===== src/rtl/clup_pkg.sv =====
// Package for the command list unpacker: parser phases, field widths,
// header bit positions and the result structures.
// No dependencies; every other file of the block refers to it.
package clup_pkg;

  localparam int unsigned WordW  = 32;
  localparam int unsigned AddrW  = 16;
  localparam int unsigned MaskW  = 4;
  localparam int unsigned CountW = 11;

  // Header field positions.
  localparam int unsigned HdrMaskLsb   = 16;
  localparam int unsigned HdrCountLsb  = 20;
  localparam int unsigned HdrConsecBit = 31;

  // Parser phase: what the next word of the list is expected to be.
  typedef enum logic [1:0] {
    PH_PARAM  = 2'd0,
    PH_HEADER = 2'd1,
    PH_EXTRA  = 2'd2,
    PH_PAD    = 2'd3
  } clup_phase_t;

  // One register write.
  typedef struct packed {
    logic [AddrW-1:0] reg_addr;
    logic [WordW-1:0] reg_value;
    logic [MaskW-1:0] byte_mask;
  } clup_result_t;

  // Write handed from the parser to the output stage.
  typedef struct packed {
    logic         valid;
    clup_result_t result;
  } clup_push_t;

endpackage


===== src/rtl/clup_in_if.sv =====
// Input channel of the command list unpacker: one list word per request.
// Depends on clup_pkg for the word width.
interface clup_in_if;
  logic                       valid;
  logic                       ready;
  logic [clup_pkg::WordW-1:0] command_word;
  logic                       last_word;

  modport source (output valid, output command_word, output last_word, input ready);
  modport sink (input valid, input command_word, input last_word, output ready);
endinterface


===== src/rtl/clup_out_if.sv =====
// Result channel of the command list unpacker: one register write per request.
// Depends on clup_pkg for the field widths.
interface clup_out_if;
  logic                       valid;
  logic                       ready;
  logic [clup_pkg::AddrW-1:0] reg_addr;
  logic [clup_pkg::WordW-1:0] reg_value;
  logic [clup_pkg::MaskW-1:0] byte_mask;

  modport source (output valid, output reg_addr, output reg_value, output byte_mask,
                  input ready);
  modport sink (input valid, input reg_addr, input reg_value, input byte_mask,
                output ready);
endinterface


===== src/rtl/clup_parser.sv =====
// Command list parser: holds the command state and turns each accepted word
// into at most one register write. Depends on clup_pkg.
module clup_parser (
  input  logic                       clk,
  input  logic                       rst_n,
  input  logic                       accept,
  input  logic [clup_pkg::WordW-1:0] word,
  input  logic                       last,
  output clup_pkg::clup_push_t       push
);

  clup_pkg::clup_phase_t        phase_r, phase_nxt;
  logic [clup_pkg::WordW-1:0]   held_param_r, held_param_nxt;
  logic [clup_pkg::AddrW-1:0]   target_r, target_nxt;
  logic [clup_pkg::CountW-1:0]  remaining_r, remaining_nxt;
  logic                         consec_r, consec_nxt;
  logic [clup_pkg::MaskW-1:0]   mask_r, mask_nxt;
  logic                         pad_r, pad_nxt;

  logic [clup_pkg::CountW-1:0]  hdr_count;
  logic [clup_pkg::AddrW-1:0]   hdr_addr;
  logic [clup_pkg::MaskW-1:0]   hdr_mask;
  logic [clup_pkg::AddrW-1:0]   extra_addr;
  logic [clup_pkg::CountW-1:0]  remaining_dec;

  // Header fields and the address of the next extra word.
  assign hdr_addr      = word[clup_pkg::AddrW-1:0];
  assign hdr_mask      = word[clup_pkg::HdrMaskLsb +: clup_pkg::MaskW];
  assign hdr_count     = word[clup_pkg::HdrCountLsb +: clup_pkg::CountW];
  assign extra_addr    = consec_r ? target_r + clup_pkg::AddrW'(1) : target_r;
  assign remaining_dec = remaining_r - clup_pkg::CountW'(1);

  // Next state of the command.
  always_comb begin
    phase_nxt      = phase_r;
    held_param_nxt = held_param_r;
    target_nxt     = target_r;
    remaining_nxt  = remaining_r;
    consec_nxt     = consec_r;
    mask_nxt       = mask_r;
    pad_nxt        = pad_r;
    if (accept) begin
      unique case (phase_r)
        clup_pkg::PH_PARAM: begin
          held_param_nxt = word;
          phase_nxt      = clup_pkg::PH_HEADER;
        end
        clup_pkg::PH_HEADER: begin
          target_nxt    = hdr_addr;
          mask_nxt      = hdr_mask;
          consec_nxt    = word[clup_pkg::HdrConsecBit];
          remaining_nxt = hdr_count;
          pad_nxt       = hdr_count[0];
          phase_nxt     = (hdr_count != '0) ? clup_pkg::PH_EXTRA : clup_pkg::PH_PARAM;
        end
        clup_pkg::PH_EXTRA: begin
          target_nxt    = extra_addr;
          remaining_nxt = remaining_dec;
          if (remaining_dec == '0) begin
            phase_nxt = pad_r ? clup_pkg::PH_PAD : clup_pkg::PH_PARAM;
            pad_nxt   = 1'b0;
          end
        end
        clup_pkg::PH_PAD: begin
          phase_nxt = clup_pkg::PH_PARAM;
        end
        default: begin
          phase_nxt = clup_pkg::PH_PARAM;
        end
      endcase
      // The final word of a list drops any partial command.
      if (last) begin
        phase_nxt     = clup_pkg::PH_PARAM;
        remaining_nxt = '0;
        pad_nxt       = 1'b0;
      end
    end
  end

  // Register write caused by the current word.
  always_comb begin
    push.valid            = 1'b0;
    push.result.reg_addr  = target_r;
    push.result.reg_value = word;
    push.result.byte_mask = mask_r;
    unique case (phase_r)
      clup_pkg::PH_HEADER: begin
        push.valid            = accept;
        push.result.reg_addr  = hdr_addr;
        push.result.reg_value = held_param_r;
        push.result.byte_mask = hdr_mask;
      end
      clup_pkg::PH_EXTRA: begin
        push.valid           = accept;
        push.result.reg_addr = extra_addr;
      end
      default: begin
        push.valid = 1'b0;
      end
    endcase
  end

  // Control state and the held command fields are all reset alike.
  always_ff @(posedge clk) begin
    if (!rst_n) begin
      phase_r      <= clup_pkg::PH_PARAM;
      held_param_r <= '0;
      target_r     <= '0;
      remaining_r  <= '0;
      consec_r     <= 1'b0;
      mask_r       <= '0;
      pad_r        <= 1'b0;
    end else begin
      phase_r      <= phase_nxt;
      held_param_r <= held_param_nxt;
      target_r     <= target_nxt;
      remaining_r  <= remaining_nxt;
      consec_r     <= consec_nxt;
      mask_r       <= mask_nxt;
      pad_r        <= pad_nxt;
    end
  end

  // While extra words are expected, the count of them is never zero.
  a_extra_count: assert property (@(posedge clk) disable iff (!rst_n)
    phase_r == clup_pkg::PH_EXTRA |-> remaining_r != '0)
    else $error("extra phase with zero words remaining");

  // A pad word is only awaited after an odd count of extras.
  a_pad_clear: assert property (@(posedge clk) disable iff (!rst_n)
    phase_r == clup_pkg::PH_PAD |-> !pad_r && remaining_r == '0)
    else $error("pad phase with pending state left over");

  // A header with extras leads to the extra phase unless the list ends.
  a_hdr_extra: assert property (@(posedge clk) disable iff (!rst_n)
    accept && !last && phase_r == clup_pkg::PH_HEADER && hdr_count != '0
    |=> phase_r == clup_pkg::PH_EXTRA && remaining_r == $past(hdr_count))
    else $error("header with extras did not enter the extra phase");

  // The final word always returns the parser to the parameter phase.
  a_last_idle: assert property (@(posedge clk) disable iff (!rst_n)
    accept && last |=> phase_r == clup_pkg::PH_PARAM && !pad_r)
    else $error("final word left a partial command");

endmodule


===== src/rtl/clup_out_stage.sv =====
// Output stage: a result register backed by one skid register, so that the
// input side keeps running while a write waits. Depends on clup_pkg.
module clup_out_stage (
  input  logic                 clk,
  input  logic                 rst_n,
  input  clup_pkg::clup_push_t push,
  output logic                 space,
  clup_out_if.source           out_ch
);

  logic                   main_v_r, main_v_nxt;
  logic                   skid_v_r, skid_v_nxt;
  clup_pkg::clup_result_t main_r, main_nxt;
  clup_pkg::clup_result_t skid_r, skid_nxt;
  logic                   pop;

  assign pop   = main_v_r && out_ch.ready;
  assign space = !skid_v_r;

  // Refill the result register from the skid register first, then from the parser.
  always_comb begin
    main_v_nxt = main_v_r;
    skid_v_nxt = skid_v_r;
    main_nxt   = main_r;
    skid_nxt   = skid_r;
    if (skid_v_r) begin
      if (pop) begin
        main_nxt   = skid_r;
        skid_v_nxt = 1'b0;
      end
    end else if (push.valid) begin
      if (!main_v_r || pop) begin
        main_nxt   = push.result;
        main_v_nxt = 1'b1;
      end else begin
        skid_nxt   = push.result;
        skid_v_nxt = 1'b1;
      end
    end else if (pop) begin
      main_v_nxt = 1'b0;
    end
  end

  always_ff @(posedge clk) begin
    if (!rst_n) begin
      main_v_r <= 1'b0;
      skid_v_r <= 1'b0;
    end else begin
      main_v_r <= main_v_nxt;
      skid_v_r <= skid_v_nxt;
    end
  end

  always_ff @(posedge clk) begin
    main_r <= main_nxt;
    skid_r <= skid_nxt;
  end

  assign out_ch.valid     = main_v_r;
  assign out_ch.reg_addr  = main_r.reg_addr;
  assign out_ch.reg_value = main_r.reg_value;
  assign out_ch.byte_mask = main_r.byte_mask;

  // The skid register only fills behind a waiting result.
  a_skid_behind: assert property (@(posedge clk) disable iff (!rst_n)
    skid_v_r |-> main_v_r)
    else $error("skid register full while result register empty");

  // A write pushed while the skid register is full would be lost.
  a_no_overrun: assert property (@(posedge clk) disable iff (!rst_n)
    push.valid |-> space)
    else $error("write pushed into a full output stage");

  // A stalled result with a full skid register keeps both entries.
  a_stall_hold: assert property (@(posedge clk) disable iff (!rst_n)
    skid_v_r && !out_ch.ready |=> skid_v_r && main_v_r)
    else $error("output stage dropped a write under stall");

endmodule


===== src/rtl/gpu_command_list_unpacker.sv =====
// Top level of the command list unpacker: parser plus output stage.
// Depends on clup_pkg, clup_in_if, clup_out_if, clup_parser and clup_out_stage.
//
//   channel  direction  payload                                per request
//   in_ch    sink       command_word[31:0], last_word          one list word
//   out_ch   source     reg_addr[15:0], reg_value[31:0],       one register write
//                       byte_mask[3:0]
//
// One word is taken per cycle while in_ch.ready is high; a header or extra
// word queues a write in the output stage; parameter and pad words yield none.
// Reset (rst_n low, synchronous) returns the parser to expecting a parameter
// word and empties the output stage.
// in_ch.ready depends only on the skid register: it drops for as long as two
// writes wait on a stalled out_ch, and comes back the cycle after one is taken.
module gpu_command_list_unpacker (
  input  logic        clk,
  input  logic        rst_n,
  clup_in_if.sink     in_ch,
  clup_out_if.source  out_ch
);

  logic                 accept;
  logic                 space;
  clup_pkg::clup_push_t push;

  assign in_ch.ready = space;
  assign accept      = in_ch.valid && space;

  clup_parser u_parser (
    .clk    (clk),
    .rst_n  (rst_n),
    .accept (accept),
    .word   (in_ch.command_word),
    .last   (in_ch.last_word),
    .push   (push)
  );

  clup_out_stage u_out_stage (
    .clk    (clk),
    .rst_n  (rst_n),
    .push   (push),
    .space  (space),
    .out_ch (out_ch)
  );

endmodule


===== src/flat_wrapper.sv =====
// flat-port wrapper written by rule: the top's interface ports become plain ports
module gpu_command_list_unpacker_flat 
  (clk, rst_n, in_ch_valid, in_ch_command_word, in_ch_last_word, in_ch_ready, out_ch_valid, out_ch_reg_addr, out_ch_reg_value, out_ch_byte_mask, out_ch_ready);
  clup_in_if in_ch_i ();
  clup_out_if out_ch_i ();
  input  logic clk;
  input  logic rst_n;
  input wire logic [$bits(in_ch_i.valid)-1:0] in_ch_valid;
  input wire logic [$bits(in_ch_i.command_word)-1:0] in_ch_command_word;
  input wire logic [$bits(in_ch_i.last_word)-1:0] in_ch_last_word;
  output wire logic [$bits(in_ch_i.ready)-1:0] in_ch_ready;
  output wire logic [$bits(out_ch_i.valid)-1:0] out_ch_valid;
  output wire logic [$bits(out_ch_i.reg_addr)-1:0] out_ch_reg_addr;
  output wire logic [$bits(out_ch_i.reg_value)-1:0] out_ch_reg_value;
  output wire logic [$bits(out_ch_i.byte_mask)-1:0] out_ch_byte_mask;
  input wire logic [$bits(out_ch_i.ready)-1:0] out_ch_ready;
  assign in_ch_i.valid = in_ch_valid;
  assign in_ch_i.command_word = in_ch_command_word;
  assign in_ch_i.last_word = in_ch_last_word;
  assign in_ch_ready = in_ch_i.ready;
  assign out_ch_valid = out_ch_i.valid;
  assign out_ch_reg_addr = out_ch_i.reg_addr;
  assign out_ch_reg_value = out_ch_i.reg_value;
  assign out_ch_byte_mask = out_ch_i.byte_mask;
  assign out_ch_i.ready = out_ch_ready;
  gpu_command_list_unpacker u_core (.clk(clk), .rst_n(rst_n), .in_ch(in_ch_i), .out_ch(out_ch_i));
endmodule

===== config.mk =====
export PLATFORM = sky130hd
export DESIGN_NAME = gpu_command_list_unpacker_flat
export DESIGN_NICKNAME = d
export VERILOG_FILES = /design/src/rtl/clup_pkg.sv /design/src/rtl/clup_in_if.sv /design/src/rtl/clup_out_if.sv /design/src/rtl/clup_parser.sv /design/src/rtl/clup_out_stage.sv /design/src/rtl/gpu_command_list_unpacker.sv /design/src/flat_wrapper.sv
export SDC_FILE = /design/constraint.sdc
export NUM_CORES = 1
export LEC_CHECK = 0
export BUFFER_PORTS_ARGS = -buffer_cell sky130_fd_sc_hd__buf_2
export CELL_PAD_IN_SITES_DETAIL_PLACEMENT = 1
export CELL_PAD_IN_SITES_GLOBAL_PLACEMENT = 1
export CORE_ASPECT_RATIO = 0.7
export CORE_MARGIN = 1
export CORE_UTILIZATION = 35
export CTS_BUF_LIST = sky130_fd_sc_hd__clkbuf_16
export DETAILED_ROUTE_END_ITERATION = 16
export PLACE_DENSITY = 0.64
export SLEW_MARGIN = 40
export SYNTH_ARGS = -nofsm -noshare
export SYNTH_HDL_FRONTEND = slang
export SYNTH_SLANG_ARGS = --single-unit

===== constraint.sdc =====
create_clock -name clk -period 9.5 [get_ports clk]
set_input_delay 0.95 -clock clk [delete_from_list [all_inputs] [get_ports clk]]
set_output_delay 0.95 -clock clk [all_outputs]
set_load 0.03 [all_outputs]

==> key figures <==
Routing
  – Via density: 5.224
  – Drt wl/cell: 19.19 um
  – Final wirelength: 20800 um
  – Routed via count: 5663
  – DRT Pass-1 Iters: 6
  – Post-route ant nets: 0
  – Initial drt markers: 461
  – Drt drc: 0

Logic synthesis
  – Ys async rst share: 0%
  – Syn Area/Cell: 11.52 sq um
  – Yosys reg bits: 173
  – Ys Warns: 0
  – Synthesized area: 7998 sq um
  – Netlist cell types: 65
  – Synth Instances: 694
  – Mapped Nets: 738
  – Dominant synthesized flop cell: edfxtp_1
  – Sequential-to-total area share from yosys stat: 56.32%
  – Number of synthesized flops with an enable pin: 104

Place
  – PortBufs: 90
  – Detailed placement HPWL: 13790 um
  – GPL Wtd Cong: 0.8278

Global routing
  – Grt total ovfl: 0
  – Pin count of the biggest net entering global routing: 72
  – Wire length of the first global-routing pass: 32760 um
  – Antenna violations before repair: 0
  – Vias in the first global route: 5729
  – Global-route usage over all layers: 18.37%

CTS
  – CTS Buf Count: 17
  – Post-CTS Hold Fix Bufs: 0
  – Post-CTS Resized: 0
  – CTS clock-pin slew for the worst setup and hold paths: 0.07 ns
  – Max clock buf depth: 2
  – Post-CTS setup buffer count: 0
  – H-tree depth: 4
  – Root buffer cell: clkbuf_16
  – Clk sink count: 173
  – CTS tree: done
  – Clock latency on the worst-skew pair: 0.43 ns

Floorplanning
  – Die X: 182.7 um
  – Cell row count: 45
  – Die height: 128.5 um
  – Die Area: 23470 sq um
  – Core area: 22010 sq um
  – Starting Density: 36.33%
  – I/O pins: 91

Final layout
  – Diode count: 0
  – Final net count: 811
  – Ratio of cells with drive above 1 in the final layout: 30.55%
  – P&R area growth vs syn: 16.27%
  – Fillers: 2369

STA
  – Unrepaired setup endpoints after global routing: no
  – Setup_tns: 0 ns
  – Fmax: 296.6 MHz
  – Fin. max-slew vios: 0
  – Final count of hold timing violations: 0
  – Tcrit/Tclk final: 35.49%
  – Final Critical Period: 3.371 ns
  – # setup viols final: 0
  – Clock Skew: 0.009736 ns
  – Hold Slack: 0.4646 ns
  – Worst slew pin tran: 0.7940 ns
  – Max-slew headroom: 47.06%

Critical path
  – Levels on crit path: 7
  – R2R depth: 7
  – Crit-path max FO: 32
  – Startpoint types: flop
  – Crit. End Element: flop
  – Cells along the critical path: inv_1 > ha_2 > clkinv_1 > nor2_1 > a21oi_1 > a21oi_4 > buf_4
  – CP Data Arrival Time: 3.45 ns
  – Delay-heaviest family, CP: buffers and inverters
  – CP max-delay cell: ha_2
  – Worst path required time: 9.58 ns
  – Max stage delay on crit path: 0.65 ns
  – Worst Setup Path Type: flop to flop
  – Bufs and invs on worst path: 3

Power and ir drop
  – Leak: 3.388 nW
  – Power Density: 179.7 nW/um^2
  – Peak supply drop: 0.1230 mV

Worst hold path
  – Worst Hold Class: flop to flop
  – Worst hold path depth: 2

Flow run
  – Max cap viols: 0

Run status
  – Status: complete, no violations
## layout make-up
cell class	count	area, sq um	share of cell area (%)
timing repair buffer	101	533.0	5.732
inverter	12	45.04	0.4844
multi-input combinational	462	3278	35.25
tap	305	381.6	4.104
sequential	173	4504	48.44
clock buffer	17	425.4	4.575
clock inverter	14	131.4	1.413
## where the power goes
part | leakage, nW | switching (W) | internal (W) | total (W)
clock network | 0.280 | 0.000307 | 0.000365 | 0.000672
logic | 1.59 | 0.000100 | 0.0000648 | 0.000165
registers | 1.52 | 0.0000147 | 0.000819 | 0.000834
total | 3.39 | 0.000422 | 0.00125 | 0.00167
## final timing paths
kind                                                                     from                                                end  slack [ns]
worst max-delay path                  u_core.u_parser.phase_r[0]$_SDFFE_PN0P_  u_core.u_out_stage.out_ch.reg_value[28]$_DFFE_PP_        6.13
worst min-delay path            u_core.u_parser.held_param_r[26]$_SDFFE_PN0P_      u_core.u_parser.held_param_r[26]$_SDFFE_PN0P_        0.46
worst max register to register        u_core.u_parser.phase_r[0]$_SDFFE_PN0P_  u_core.u_out_stage.out_ch.reg_value[28]$_DFFE_PP_        6.13
worst min register to register  u_core.u_parser.held_param_r[26]$_SDFFE_PN0P_      u_core.u_parser.held_param_r[26]$_SDFFE_PN0P_        0.46
## state kept, by name, summed over array words and instances, names as in the netlist
| register | flops |
|---|---|
| u_core.u_parser.pad_r | 1 |
| u_core.u_parser.target_r | 16 |
| u_core.u_parser.phase_r | 2 |
| u_core.u_out_stage.out_ch.reg_addr | 16 |
| u_core.u_out_stage.skid_v_r | 1 |
| u_core.u_out_stage.skid_r | 52 |
| u_core.u_parser.mask_r | 4 |
| u_core.u_parser.consec_r | 1 |
| u_core.u_parser.held_param_r | 32 |
| u_core.u_parser.remaining_r | 11 |
| u_core.u_out_stage.out_ch.valid | 1 |
| u_core.u_out_stage.out_ch.reg_value | 32 |
| u_core.u_out_stage.out_ch.byte_mask | 4 |
## cells in the final DEF, fill, tap and decap left out, types with 4 or more instances in the layout
cell,synthesis,layout
a21boi_0,43,43
a21oi_1,24,23
a221o_1,5,5
a22o_1,6,6
a22oi_1,7,7
buf_2,3,90
buf_4,1,11
clkbuf_16,0,17
dfxtp_1,69,69
edfxtp_1,104,104
ha_1,7,5
inv_1,10,11
inv_6,0,5
mux2_2,87,87
nand2_1,111,111
nand3_1,9,9
nand4_1,5,5
nor2_1,32,32
nor2b_1,10,10
nor3_1,4,4
nor4_1,5,5
o21a_1,6,6
o21ai_0,22,22
o221a_2,5,5
o31ai_1,5,4
o41ai_1,5,5
xnor2_1,9,9
xor2_1,5,5
## worst min-delay path, cell delays in order (launching register included)
cell	delay, ns
dfxtp_1	0.31
nand2_1	0.05
a21boi_0	0.06
## metal layers
metal | GRT usage, % | vias to the layer above | routed length [um] | share of wire, %
met5 | 0 | - | 0 | 0
met4 | 5.635 | 0 | 255 | 1.2
met3 | 3.793 | 17 | 1135 | 5.5
met2 | 26.36 | 121 | 8799 | 42
met1 | 27.52 | 2839 | 10610 | 51
li1 | - | 2686 | - | -
## cell usage after synthesis (2+ instances only)
master    instances  area (sq um)
edfxtp_1        104          3123
nor2_1           32         120.1
o221a_2           5         56.30
a21boi_1          2         15.01
nor3_1            4         20.02
nand2b_1          3         18.77
and4_1            2         17.52
a21boi_0         43         322.8
a22o_1            6         52.55
or4b_1            3         30.03
a22oi_1           7         52.55
clkbuf_1         40         150.1
a221o_1           5         50.05
nand4_1           5         31.28
ha_1              7         87.58
clkinv_1          2         7.510
xor2_1            5         43.79
a21o_1            3         22.52
nor4_1            5         31.28
dfxtp_1          69          1381
buf_2             3         15.01
a31oi_1           2         12.51
o21a_1            6         45.04
o31ai_1           5         37.54
nand2_1         111         416.7
nand3_1           9         45.04
xnor2_1           9         78.83
a221oi_1          3         26.28
mux2_2           87         979.7
o41ai_1           5         43.79
inv_1            10         37.54
o21ai_0          22         110.1
a21oi_1          24         120.1
a311oi_1          2         17.52
and2_1            2         12.51
and3_1            4         25.02
nor2b_1          10         62.56
## kinds of logic (layout without fill, tap and decap cells)
family                     count (synthesis)  after routing  synth area share, %
and+or+nand+nor                          201            201                11.73
muxes                                     87             87                12.25
buffers and inverters                     59            144                2.972
DFF                                      173            173                56.32
adders and majority gates                  7              7                1.095
xor gates and xnor gates                  14             14                1.533
AOI/OAI and AO/OA                        153            153                14.10
## per-stage QoR
step,power [W],setup WS (ns),area [sq um],utilization (%),instances
6_report,0.001671,6.129,9299,42.24,1084
5_1_grt,0.001732,5.823,9299,42.24,1084
4_1_cts,0.001690,5.750,9296,42.23,1084
3_5_place_dp,0.001014,5.758,8740,39.70,1053
3_3_place_gp,0.001009,5.977,8740,39.70,1053
2_1_floorplan,0.0009588,4.756,7998,-,694
(Power assumes the default switching activity.)
